**src/rtl/stereo_ring_buffer_mixer_assert.svh**
```systemverilog
// assertion macros for the stereo ring buffer mixer
`ifndef STEREO_RING_BUFFER_MIXER_ASSERT_SVH
`define STEREO_RING_BUFFER_MIXER_ASSERT_SVH

// same-cycle implication on clk_i, off during reset
`define SRBM_ASSERT_NOW(label, ante, cons, msg) \
  label: assert property (@(posedge clk_i) disable iff (!rst_ni) (ante) |-> (cons)) \
    else $error(msg);

// next-cycle implication on clk_i, off during reset
`define SRBM_ASSERT_NEXT(label, ante, cons, msg) \
  label: assert property (@(posedge clk_i) disable iff (!rst_ni) (ante) |=> (cons)) \
    else $error(msg);

`endif

```
**src/rtl/srbm_pkg.sv**
```systemverilog
// types, constants and helper functions shared by the stereo ring buffer mixer
package srbm_pkg;

  localparam logic CMD_CAPTURE = 1'b0;
  localparam logic CMD_MIX     = 1'b1;

  localparam logic [15:0] GAIN_UNITY      = 16'h8000;
  localparam logic [15:0] MASTER_GAIN_RST = 16'h8000;
  localparam logic [15:0] SRC_GAIN_RST    = 16'h4000;
  localparam logic [1:0]  MUTE_RST        = 2'b00;

  localparam int REG_SLOTS = 2;

  typedef enum logic [2:0] {
    REG_MASTER_L = 3'd0,
    REG_MASTER_R = 3'd1,
    REG_SRC0_L   = 3'd2,
    REG_SRC0_R   = 3'd3,
    REG_SRC1_L   = 3'd4,
    REG_SRC1_R   = 3'd5,
    REG_MUTE     = 3'd6
  } reg_idx_e;

  typedef enum logic [1:0] {
    ST_IDLE,
    ST_MUL,
    ST_SUM
  } state_e;

  typedef struct packed {
    logic               command;
    logic               source_sel;
    logic signed [15:0] sample_left;
    logic signed [15:0] sample_right;
  } in_item_t;

  typedef struct packed {
    logic signed [15:0] mixed_left;
    logic signed [15:0] mixed_right;
  } out_item_t;

  // ring entry layout: right sample in the upper half
  typedef struct packed {
    logic signed [15:0] right;
    logic signed [15:0] left;
  } frame_t;

  typedef struct packed {
    logic [15:0] left;
    logic [15:0] right;
  } gain_pair_t;

  typedef struct packed {
    logic wr;
    logic rd;
    logic mul;
  } lane_ctrl_t;

  // master times source gain, limited to unity
  function automatic logic [15:0] lane_gain(logic [15:0] master, logic [15:0] src);
    logic [31:0] prod;
    prod = 32'(master) * 32'(src);
    if (prod[31:15] > 17'(GAIN_UNITY)) begin
      return GAIN_UNITY;
    end
    return prod[30:15];
  endfunction

endpackage

```
**src/rtl/srbm_merge.sv**
```systemverilog
// merge stage: sums the lanes, saturates and holds the result transaction
module srbm_merge #(
  parameter int SOURCES = 2
) (
  input  logic                               clk_i,
  input  logic                               rst_ni,
  input  logic                               load_i,
  input  srbm_pkg::frame_t [SOURCES-1:0]     lanes_i,
  output logic                               free_o,
  output logic                               out_valid_o,
  input  logic                               out_stall_i,
  output srbm_pkg::out_item_t                out_data_o
);

  localparam int SumW = 17 + $clog2(SOURCES);
  localparam logic signed [SumW-1:0] SatMax = SumW'(32767);
  localparam logic signed [SumW-1:0] SatMin = SumW'(-32768);

  logic signed [SumW-1:0] sum_l;
  logic signed [SumW-1:0] sum_r;
  logic signed [15:0]     sat_l;
  logic signed [15:0]     sat_r;
  logic                   out_valid_q;
  srbm_pkg::out_item_t    out_data_q;

  always_comb begin
    sum_l = '0;
    sum_r = '0;
    for (int s = 0; s < SOURCES; s++) begin
      sum_l = sum_l + SumW'(lanes_i[s].left);
      sum_r = sum_r + SumW'(lanes_i[s].right);
    end
    priority if (sum_l > SatMax) begin
      sat_l = 16'sh7fff;
    end else if (sum_l < SatMin) begin
      sat_l = 16'sh8000;
    end else begin
      sat_l = sum_l[15:0];
    end
    priority if (sum_r > SatMax) begin
      sat_r = 16'sh7fff;
    end else if (sum_r < SatMin) begin
      sat_r = 16'sh8000;
    end else begin
      sat_r = sum_r[15:0];
    end
  end

  assign free_o = !out_valid_q || !out_stall_i;

  always_ff @(posedge clk_i or negedge rst_ni) begin
    if (!rst_ni) begin
      out_valid_q <= 1'b0;
    end else if (load_i) begin
      out_valid_q <= 1'b1;
    end else if (!out_stall_i) begin
      out_valid_q <= 1'b0;
    end
  end

  always_ff @(posedge clk_i) begin
    if (load_i) begin
      out_data_q.mixed_left  <= sat_l;
      out_data_q.mixed_right <= sat_r;
    end
  end

  assign out_valid_o = out_valid_q;
  assign out_data_o  = out_data_q;

endmodule

```
**config.mk**
```make
export PLATFORM = sky130hd
export DESIGN_NAME = srbm_merge
export DESIGN_NICKNAME = d
export VERILOG_FILES = /design/src/rtl/stereo_ring_buffer_mixer_assert.svh /design/src/rtl/srbm_pkg.sv /design/src/rtl/srbm_merge.sv
export SDC_FILE = /design/constraint.sdc
export NUM_CORES = 1
export LEC_CHECK = 0
export BUFFER_PORTS_ARGS = -buffer_cell sky130_fd_sc_hd__buf_2
export CAP_MARGIN = 20
export CORE_AREA = 2 2 79 81
export CTS_CLUSTER_DIAMETER = 50
export DETAILED_ROUTE_END_ITERATION = 8
export DIE_AREA = 0 0 81 83
export PLACE_DENSITY_LB_ADDON = 0.2
export SLEW_MARGIN = 20
export SYNTH_ARGS = -nofsm -noshare
export SYNTH_HDL_FRONTEND = slang
export SYNTH_SLANG_ARGS = --single-unit
```
**constraint.sdc**
```tcl
create_clock -name clk_i -period 1.75 [get_ports clk_i]
set_clock_uncertainty 0.2 [all_clocks]
set_input_delay 0.175 -clock clk_i [delete_from_list [all_inputs] [get_ports clk_i]]
set_output_delay 0.175 -clock clk_i [all_outputs]
set_load 0.02 [all_outputs]
```
==> Word level (Yosys, flattened, before mapping) <==
Index checks and enable logic that the tools add are counted.
{ "word_totals": {"out_inout_bits": 34, "n_memories": 0, "reg_bits": 33, "romBits": 0, "latchBits": 0, "ram_bits": 0} }
{ "op_classes": {"n_bitwise": 0, "n_shift": 0, "multipliers": 0, "n_lt_le_gt_ge": 4, "n_reduce_logical": 3, "add_sub_neg": 2, "n_eq_ne": 1, "n_mux": 4, "n_div": 0} }
{ "ops": {"columns": ["operator", "count"], "rows": [
  ["adder 16 x 16 -> 17 bit", 2],
  ["greater-than comparator 17 x 16 -> 1 bit (second input constant)", 2],
  ["less-than comparator 17 x 16 -> 1 bit (second input constant)", 2],
  ["two-way mux 16 bit", 2],
  ["logical NOT 1 bit", 2],
  ["two-way mux 1 bit", 2],
  ["!= test 2 bit (second input constant)", 1],
  ["logical OR 1 bit", 1]
]} }

==> Logic depth before layout (Yosys ltp) <==
Gate-level depths: netlist (run 1).
{ "logic_depth": {"ltp_word": 3, "depth_mapped": 11, "depth_no_buf": 10} }

==> Worst setup path after synthesis (run 1) <==
No wires, ideal clock.
{ "synth_timing": {"path_kind": "input-to-reg", "from": "input port lanes_i[8] (netlist name)", "to": "register out_data_q (netlist bit out_data_o[30]), data pin", "arrival_time_ps": 2160, "slack_ps": -871, "cell_stages": 10, "n_path_buf": 2, "cell_sequence": "ha_1 -> buf_6 -> a21oi_2 -> o21bai_1 -> a21o_1 -> a311o_1 -> a41oi_2 -> mux2i_1 -> buf_6 -> o31ai_1"} }
{ "synth_via": {"elab_chain_cells": 3} }
{ "synth_rtl": {"columns": ["item", "line_no", "rtl"], "rows": [
  ["start, declared", "srbm_merge.sv:8", "input srbm_pkg::frame_t [SOURCES-1:0] lanes_i,"],
  ["adder 16 x 16 -> 17 bit *", "srbm_merge.sv:30", "sum_l = sum_l + SumW'(lanes_i[s].left);"],
  ["less-than comparator 17 x 16 -> 1 bit", "srbm_merge.sv:35", "end else if (sum_l < SatMin) begin"],
  ["two-way mux 16 bit", "srbm_merge.sv:35", null],
  ["end, declared", "srbm_merge.sv:24", "srbm_pkg::out_item_t out_data_q;"]
]} }
Mark *: on every way between the ends. The rest lies on a longest branch, timed or not.
A chain may end at the register's enable or synchronous reset.

==> Final worst setup path (run 1) <==
{ "layout_timing": {"from": "input port lanes_i[16] (netlist name)", "to": "register out_data_q (netlist bit out_data_o[3]), data pin"} }
{ "layout_via": {"elab_chain_cells": 3} }
{ "layout_rtl": {"columns": ["item", "line_no", "rtl"], "rows": [
  ["adder 16 x 16 -> 17 bit *", "srbm_merge.sv:31", "sum_r = sum_r + SumW'(lanes_i[s].right);"],
  ["less-than comparator 17 x 16 -> 1 bit", "srbm_merge.sv:42", "end else if (sum_r < SatMin) begin"],
  ["two-way mux 16 bit", "srbm_merge.sv:42", null]
]} }
Marked as above.

==> flow_metrics.py, run 1 <==
metrics = {
    "sta": {
        "setup_viol": 32,
        "finalCritPeriodShare": 1.33,
        "finalCriticalPeriod_ns": 2.33,
        "tns_ns": -16.02,
        "max_freq_mhz": 429,
        "worst_slack_ns": -0.583,
        "drv_slew": 0,
        "rsz0062_at_grt": "true",
        "timing_worst_slew_pin_value_ns": 0.489,
        "hold_viol_final": 0,
        "slew_headroom": 0.674,
    },
    "yosys": {
        "synth_edf_count": 32,
        "syn-num-nets": 450,
        "synth_ff_type": "edfxtp_1",
        "yosys-top-cells-count": "32 x edfxtp_1, 32 x ha_1, 30 x a21oi_1, 30 x nor2_1, 28 x nand2_1",
        "syn_area_mm2": 0.00320,
        "synthDistinctLibCells": 64,
        "netlist_instances": 348,
        "synth.area.top_cells": "edfxtp_1 30%, ha_1 13%, a21oi_1 4.7%, nor2_1 3.5%, nand2_1 3.3%",
        "yosysSeqAreaShare": 0.308,
        "avgSynthCellArea_um2": 9.20,
        "asyncSetResetFlopFracSynth": 0.0303,
        "ys_warn_count": 0,
        "synth_top_area_share": 0.300,
        "synth-seq-cells": 33,
        "yosys.area.top_type": "edfxtp_1",
    },
    "placement": {
        "place_inst": 606,
        "dpl_cell_area_mm2": 0.00453,
        "numPortBuffers": 101,
        "place.detailed.hpwl_mm": 7.35,
        "gp_congestion": 0.883,
    },
    "die": {
        "die_h_um": 83,
        "die_w_um": 81,
        "core_mm2": 0.00582,
        "start_util": 0.551,
        "rows": 28,
        "dieArea_mm2": 0.00672,
        "ios": 102,
    },
    "layout": {
        "final_area_mm2": 0.00506,
        "nets": 654,
        "areaGrowthSynthToFinish_pct": 57.9,
        "layout-drive-gt1-share": 0.517,
        "antenna_cells": 0,
        "instances_no_fill": 628,
    },
    "worst_setup_path": {
        "rr_worst_depth": 2,
        "worst-setup-path-type": "primary input to flip-flop",
        "reg2reg_slack_ns": 0.93,
        "r2r_start": "out_valid_o",
        "crit_fanout": 5,
        "setup.worst_path.end": "out_data_o[3]",
        "arrival_ns": 2.19,
        "critPathLaunch": "lanes_i[16]",
        "crit_required_ns": 1.60,
        "critPathCaptureType": "flip-flop",
        "r2r_end": "out_valid_o",
        "startpoint_type": "primary input",
    },
    "routing": {
        "wirelength_mm": 10.8,
        "ant_nets": 0,
        "viasPerCell": 5.92,
        "route.detailed.drc": 0,
        "initialDrtViolationCount": 206,
        "wl_per_cell_um": 17.2,
        "num_vias": 3718,
        "first_pass_iters": 5,
    },
    "grt": {
        "grt-ovfl-total": 0,
        "grt_pass1_vias": 3686,
        "grt_max_degree": 28,
        "track_usage": 0.323,
        "grt_first_pass_wirelength_mm": 17.3,
        "antenna_found_initial": 0,
    },
    "clock_tree": {
        "cts_tree": "built",
        "clk_pin_slew_ns": 0.08,
        "htree_levels": 2,
        "clockBufferDepth": 2,
        "cts_root_buf": "clkbuf_8",
        "cts.sinks": 33,
        "clock_latency_ns": 0.30,
        "numCtsBuffers": 5,
    },
    "power_and_ir_drop": {
        "p_leak_nw": 2.32,
        "p_per_area_mw_per_mm2": 770,
        "ir_drop_mv": 0.494,
    },
    "flow_run": {
        "maxCapViolations": 0,
    },
    "min_path": {
        "hp-class": "primary input to flip-flop",
    },
    "status": {
        "outcome": "finished, violations left",
        "violations": "setup timing",
    },
}
[power breakdown]
group | total (mW) | internal [mW] | leakage (nW) | switching (mW)
Clock | 0.740 | 0.421 | 0.0528 | 0.319
Sequential | 1.11 | 1.06 | 0.325 | 0.0489
Combinational | 2.04 | 0.931 | 1.94 | 1.11
Total | 3.89 | 2.41 | 2.32 | 1.48
[cell type report]
type                    instances  area (µm²)
multi-input cells             295        2450
repair buffers                204        1370
flip-flops and latches         33         986
fillers                       302         759
well taps                      75        93.8
clock buffers                   6        72.6
inverters                      13        48.8
clock inverters                 2        33.8
[critical path, cell delays in order]
cell and delay [ns]:
buf_6 0.10, ha_4 0.15, inv_2 0.05, fa_2 0.22
nor2b_4 0.05, o31a_1 0.30, o31a_1 0.31, buf_6 0.14
o21bai_4 0.24, nand3_4 0.18, a21oi_4 0.21, a21oi_2 0.07
[what timing repair did]
action,4_1_cts,5_1_grt
gates cloned,4,0
endpoints found under the hold margin,2,0
endpoints found under the setup margin,32,32
buffers inserted,6,1
gates resized for setup,54,8
hold buffers,3,0
pin swaps,36,4
[metrics by stage]
stage	hold slack (ns)	utilization	setup WS (ns)	power, mW
2_1_floorplan	-0.321	-	-0.716	2.18
3_3_place_gp	-0.249	0.779	-0.979	2.82
3_5_place_dp	-0.249	0.779	-1.07	2.88
4_1_cts	0.0593	0.862	-0.532	3.77
5_1_grt	0.0578	0.869	-0.636	4.07
6_report	0.0583	0.869	-0.583	3.89
[kinds of logic (layout without fill, tap and decap cells)]
| family | after synthesis | count (layout) | share of synthesized area |
|---|---|---|---|
| buffers and inverters | 23 | 225 | 0.0363 |
| AOI/OAI and AO/OA | 137 | 138 | 0.301 |
| DFF | 33 | 33 | 0.308 |
| and+or+nand+nor | 98 | 99 | 0.152 |
| adders and majority gates | 34 | 34 | 0.138 |
| xor gates and xnor gates | 20 | 20 | 0.0547 |
| muxes | 3 | 4 | 0.0113 |
[state kept, by name, indices dropped and copies added (netlist names)]
name         count
out_data_o      32
out_valid_o      1
[cells in the final DEF (no fill, tap or decap), types with 9 or more instances in the layout]
| cell | instances |
|---|---|
| buf_2 | 97 |
| buf_4 | 89 |
| edfxtp_1 | 32 |
| nor2_1 | 29 |
| nand2_1 | 25 |
| ha_1 | 25 |
| a21oi_1 | 21 |
| o21ai_2 | 13 |
| a21o_1 | 13 |
| xnor2_1 | 12 |
| buf_6 | 12 |
| inv_1 | 10 |
| o21ai_0 | 10 |
| o21ai_1 | 9 |
| a21oi_2 | 9 |
[how the worst min path moves through the flow]
stage                          end  cells after the start  startpoint
detailed placement     out_valid_o                      1      rst_ni
floorplan              out_valid_o                      0      rst_ni
global placement       out_valid_o                      1      rst_ni
CTS                 out_data_o[19]                      1      load_i
finish              out_data_o[20]                      1      load_i
global route        out_data_o[31]                      1      load_i
[metal layers]
metal	global-route usage	routed length, µm	vias to the layer above
li1	-	-	1738
met1	0.410	4380	1726
met2	0.551	5260	219
met3	0.0587	923	35
met4	0.0940	233	0
met5	0	0	-
No activity file was read; power rests on OpenSTA's default activity.
==> run 2, diff against run 1 <==
--- a/config.mk
+++ b/config.mk
@@ -5,7 +5,7 @@
 export SDC_FILE = /design/constraint.sdc
 export NUM_CORES = 1
 export LEC_CHECK = 0
-export BUFFER_PORTS_ARGS = -buffer_cell sky130_fd_sc_hd__buf_2
+export BUFFER_PORTS_ARGS = -buffer_cell sky130_fd_sc_hd__buf_4
 export CAP_MARGIN = 20
 export CORE_AREA = 2 2 79 81
 export CTS_CLUSTER_DIAMETER = 50
==> flow_metrics.py, run 2 (synthesis gave the netlist of run 1 again) <==
metrics = {
    "layout": {
        "nets": 663,
        "largest_register_ffs": 32,
        "final_cell_mix": "197 x buf_4, 32 x edfxtp_1, 27 x nor2_1",
        "mostFrequentLayoutCell": "buf_4",
        "layout-drive-gt1-share": 0.552,
        "antenna_cells": 0,
        "fill_cells": 185,
        "areaGrowthSynthToFinish_pct": 70.5,
        "final_area_mm2": 0.00546,
    },
    "sta": {
        "hold_viol_final": 0,
        "max_freq_mhz": 394,
        "worst_slack_ns": -0.788,
        "finalCritPeriodShare": 1.45,
        "setup_viol": 32,
        "rsz0062_at_grt": "true",
        "slew_headroom": 0.682,
        "timing_worst_slew_pin_value_ns": 0.472,
        "drv_slew": 0,
        "whs_ns": 0.142,
        "finalCriticalPeriod_ns": 2.54,
    },
    "grt": {
        "antenna_found_initial": 0,
        "grt_busiest_layer": "met2",
        "track_usage": 0.361,
        "use_met2": 0.637,
        "grt_max_degree": 34,
        "grt_first_pass_wirelength_mm": 18.9,
        "grt_pass1_vias": 3927,
        "grt_use_met3": 0.0641,
        "grt-ovfl-total": 0,
        "grt_use_met1": 0.422,
    },
    "clock_tree": {
        "clock_latency_ns": 0.29,
        "numCtsBuffers": 5,
        "cts_root_buf": "clkbuf_8",
        "clockBufferDepth": 2,
        "htree_levels": 2,
        "cts_tree": "built",
        "cts.sinks": 33,
        "clk_pin_slew_ns": 0.07,
    },
    "status": {
        "violations": "setup timing",
        "outcome": "finished, violations left",
    },
    "worst_setup_path": {
        "rr_worst_depth": 2,
        "crit_required_ns": 1.59,
        "startpoint_type": "primary input",
        "arrival_ns": 2.38,
        "r2r_end": "out_valid_o",
        "r2r_start": "out_valid_o",
        "setup.worst_path.end": "out_data_o[2]",
        "worstPathCellList": "buf_4 > inv_1 > fa_2 > nor2b_4 > o31a_1 > o31a_1 > buf_4 > o21bai_4 > a21oi_4 > nor2_1 > o22a_1",
        "crit_fanout": 10,
        "worst-setup-path-type": "primary input to flip-flop",
        "crit_slowest_cell": "fa_2",
        "critPathLaunch": "lanes_i[17]",
        "slowest_delay_ns": 0.42,
        "reg2reg_slack_ns": 0.91,
        "critPathCaptureType": "flip-flop",
    },
    "placement": {
        "dpl_cell_area_mm2": 0.00480,
        "place.detailed.hpwl_mm": 7.69,
        "numPortBuffers": 101,
        "gp_congestion": 0.897,
    },
    "die": {
        "core_mm2": 0.00582,
        "die_w_um": 81,
        "die_h_um": 83,
        "dieArea_mm2": 0.00672,
        "start_util": 0.551,
        "rows": 28,
        "ios": 102,
    },
    "power_and_ir_drop": {
        "ir_drop_mv": 0.589,
        "p_leak_nw": 2.45,
        "p_per_area_mw_per_mm2": 759,
    },
    "routing": {
        "wirelength_mm": 15.8,
        "num_vias": 4332,
        "route.detailed.drc": 0,
        "first_pass_iters": 5,
        "ant_nets": 0,
        "wl_per_cell_um": 24.8,
        "viasPerCell": 6.80,
        "initialDrtViolationCount": 489,
    },
    "flow_run": {
        "maxCapViolations": 0,
    },
    "min_path": {
        "hp-class": "primary input to flip-flop",
        "hold-path-cell-count": 4,
    },
}
run 2: power by group:
group	internal, mW	switching, mW
registers	1.06	0.0675
clock network	0.268	0.307
logic	1.11	1.33
run 2: worst max-delay path, delay by kind of cell:
kind | cells | cell delay (ns)
adders and majority gates | 1 | 0.42
buffers and inverters | 3 | 0.35
and+or+nand+nor | 2 | 0.25
AOI/OAI and AO/OA | 5 | 1.19
run 2: per-layer routing:
metal	share of wire	vias up
li1	-	1751
met4	0.10	0
met3	0.12	178
met1	0.31	1939
met5	0	-
met2	0.47	464
run 2: timing repair:
item | 4_1_cts | 5_1_grt
hold endpoints to repair | 2 | 0
gates cloned | 2 | 1
gates resized for setup | 56 | 32
endpoints found under the setup margin | 32 | 32
setup buffers | 8 | 8
hold buffers | 3 | 0
pin swaps | 28 | 21
run 2: worst min-delay path by stage:
stage	startpoint	slack, ns	endpoint
after floorplan	rst_ni	-0.32	out_valid_o
after global placement	rst_ni	-0.25	out_valid_o
after detailed placement	rst_ni	-0.25	out_valid_o
after CTS	lanes_i[0]	0.15	out_data_o[16]
after global routing	load_i	0.16	out_data_o[4]
final	lanes_i[0]	0.14	out_data_o[16]
run 2: layout make-up:
cell class | count | area, µm² | area share
Multi-Input combinational cell | 294 | 2570 | 0.472
Timing Repair Buffer | 214 | 1670 | 0.307
Sequential cell | 33 | 986 | 0.181
Tap cell | 75 | 93.8 | 0.0172
Clock buffer | 5 | 68.8 | 0.0126
Inverter | 13 | 48.8 | 0.00894
Clock inverter | 3 | 12.5 | 0.00229
run 2: through the flow:
step	setup slack, ns	total power [mW]	TNS (ns)	utilization	cells
global route	-0.784	4.24	-22.45	0.938	637
global placement	-1.01	2.95	-26.58	0.825	611
finish	-0.788	4.14	-21.38	0.938	637
detailed placement	-1.07	3.01	-28.00	0.825	611
CTS	-0.561	3.73	-16.06	0.904	632
floorplan	-0.716	2.18	-20.31	-	348
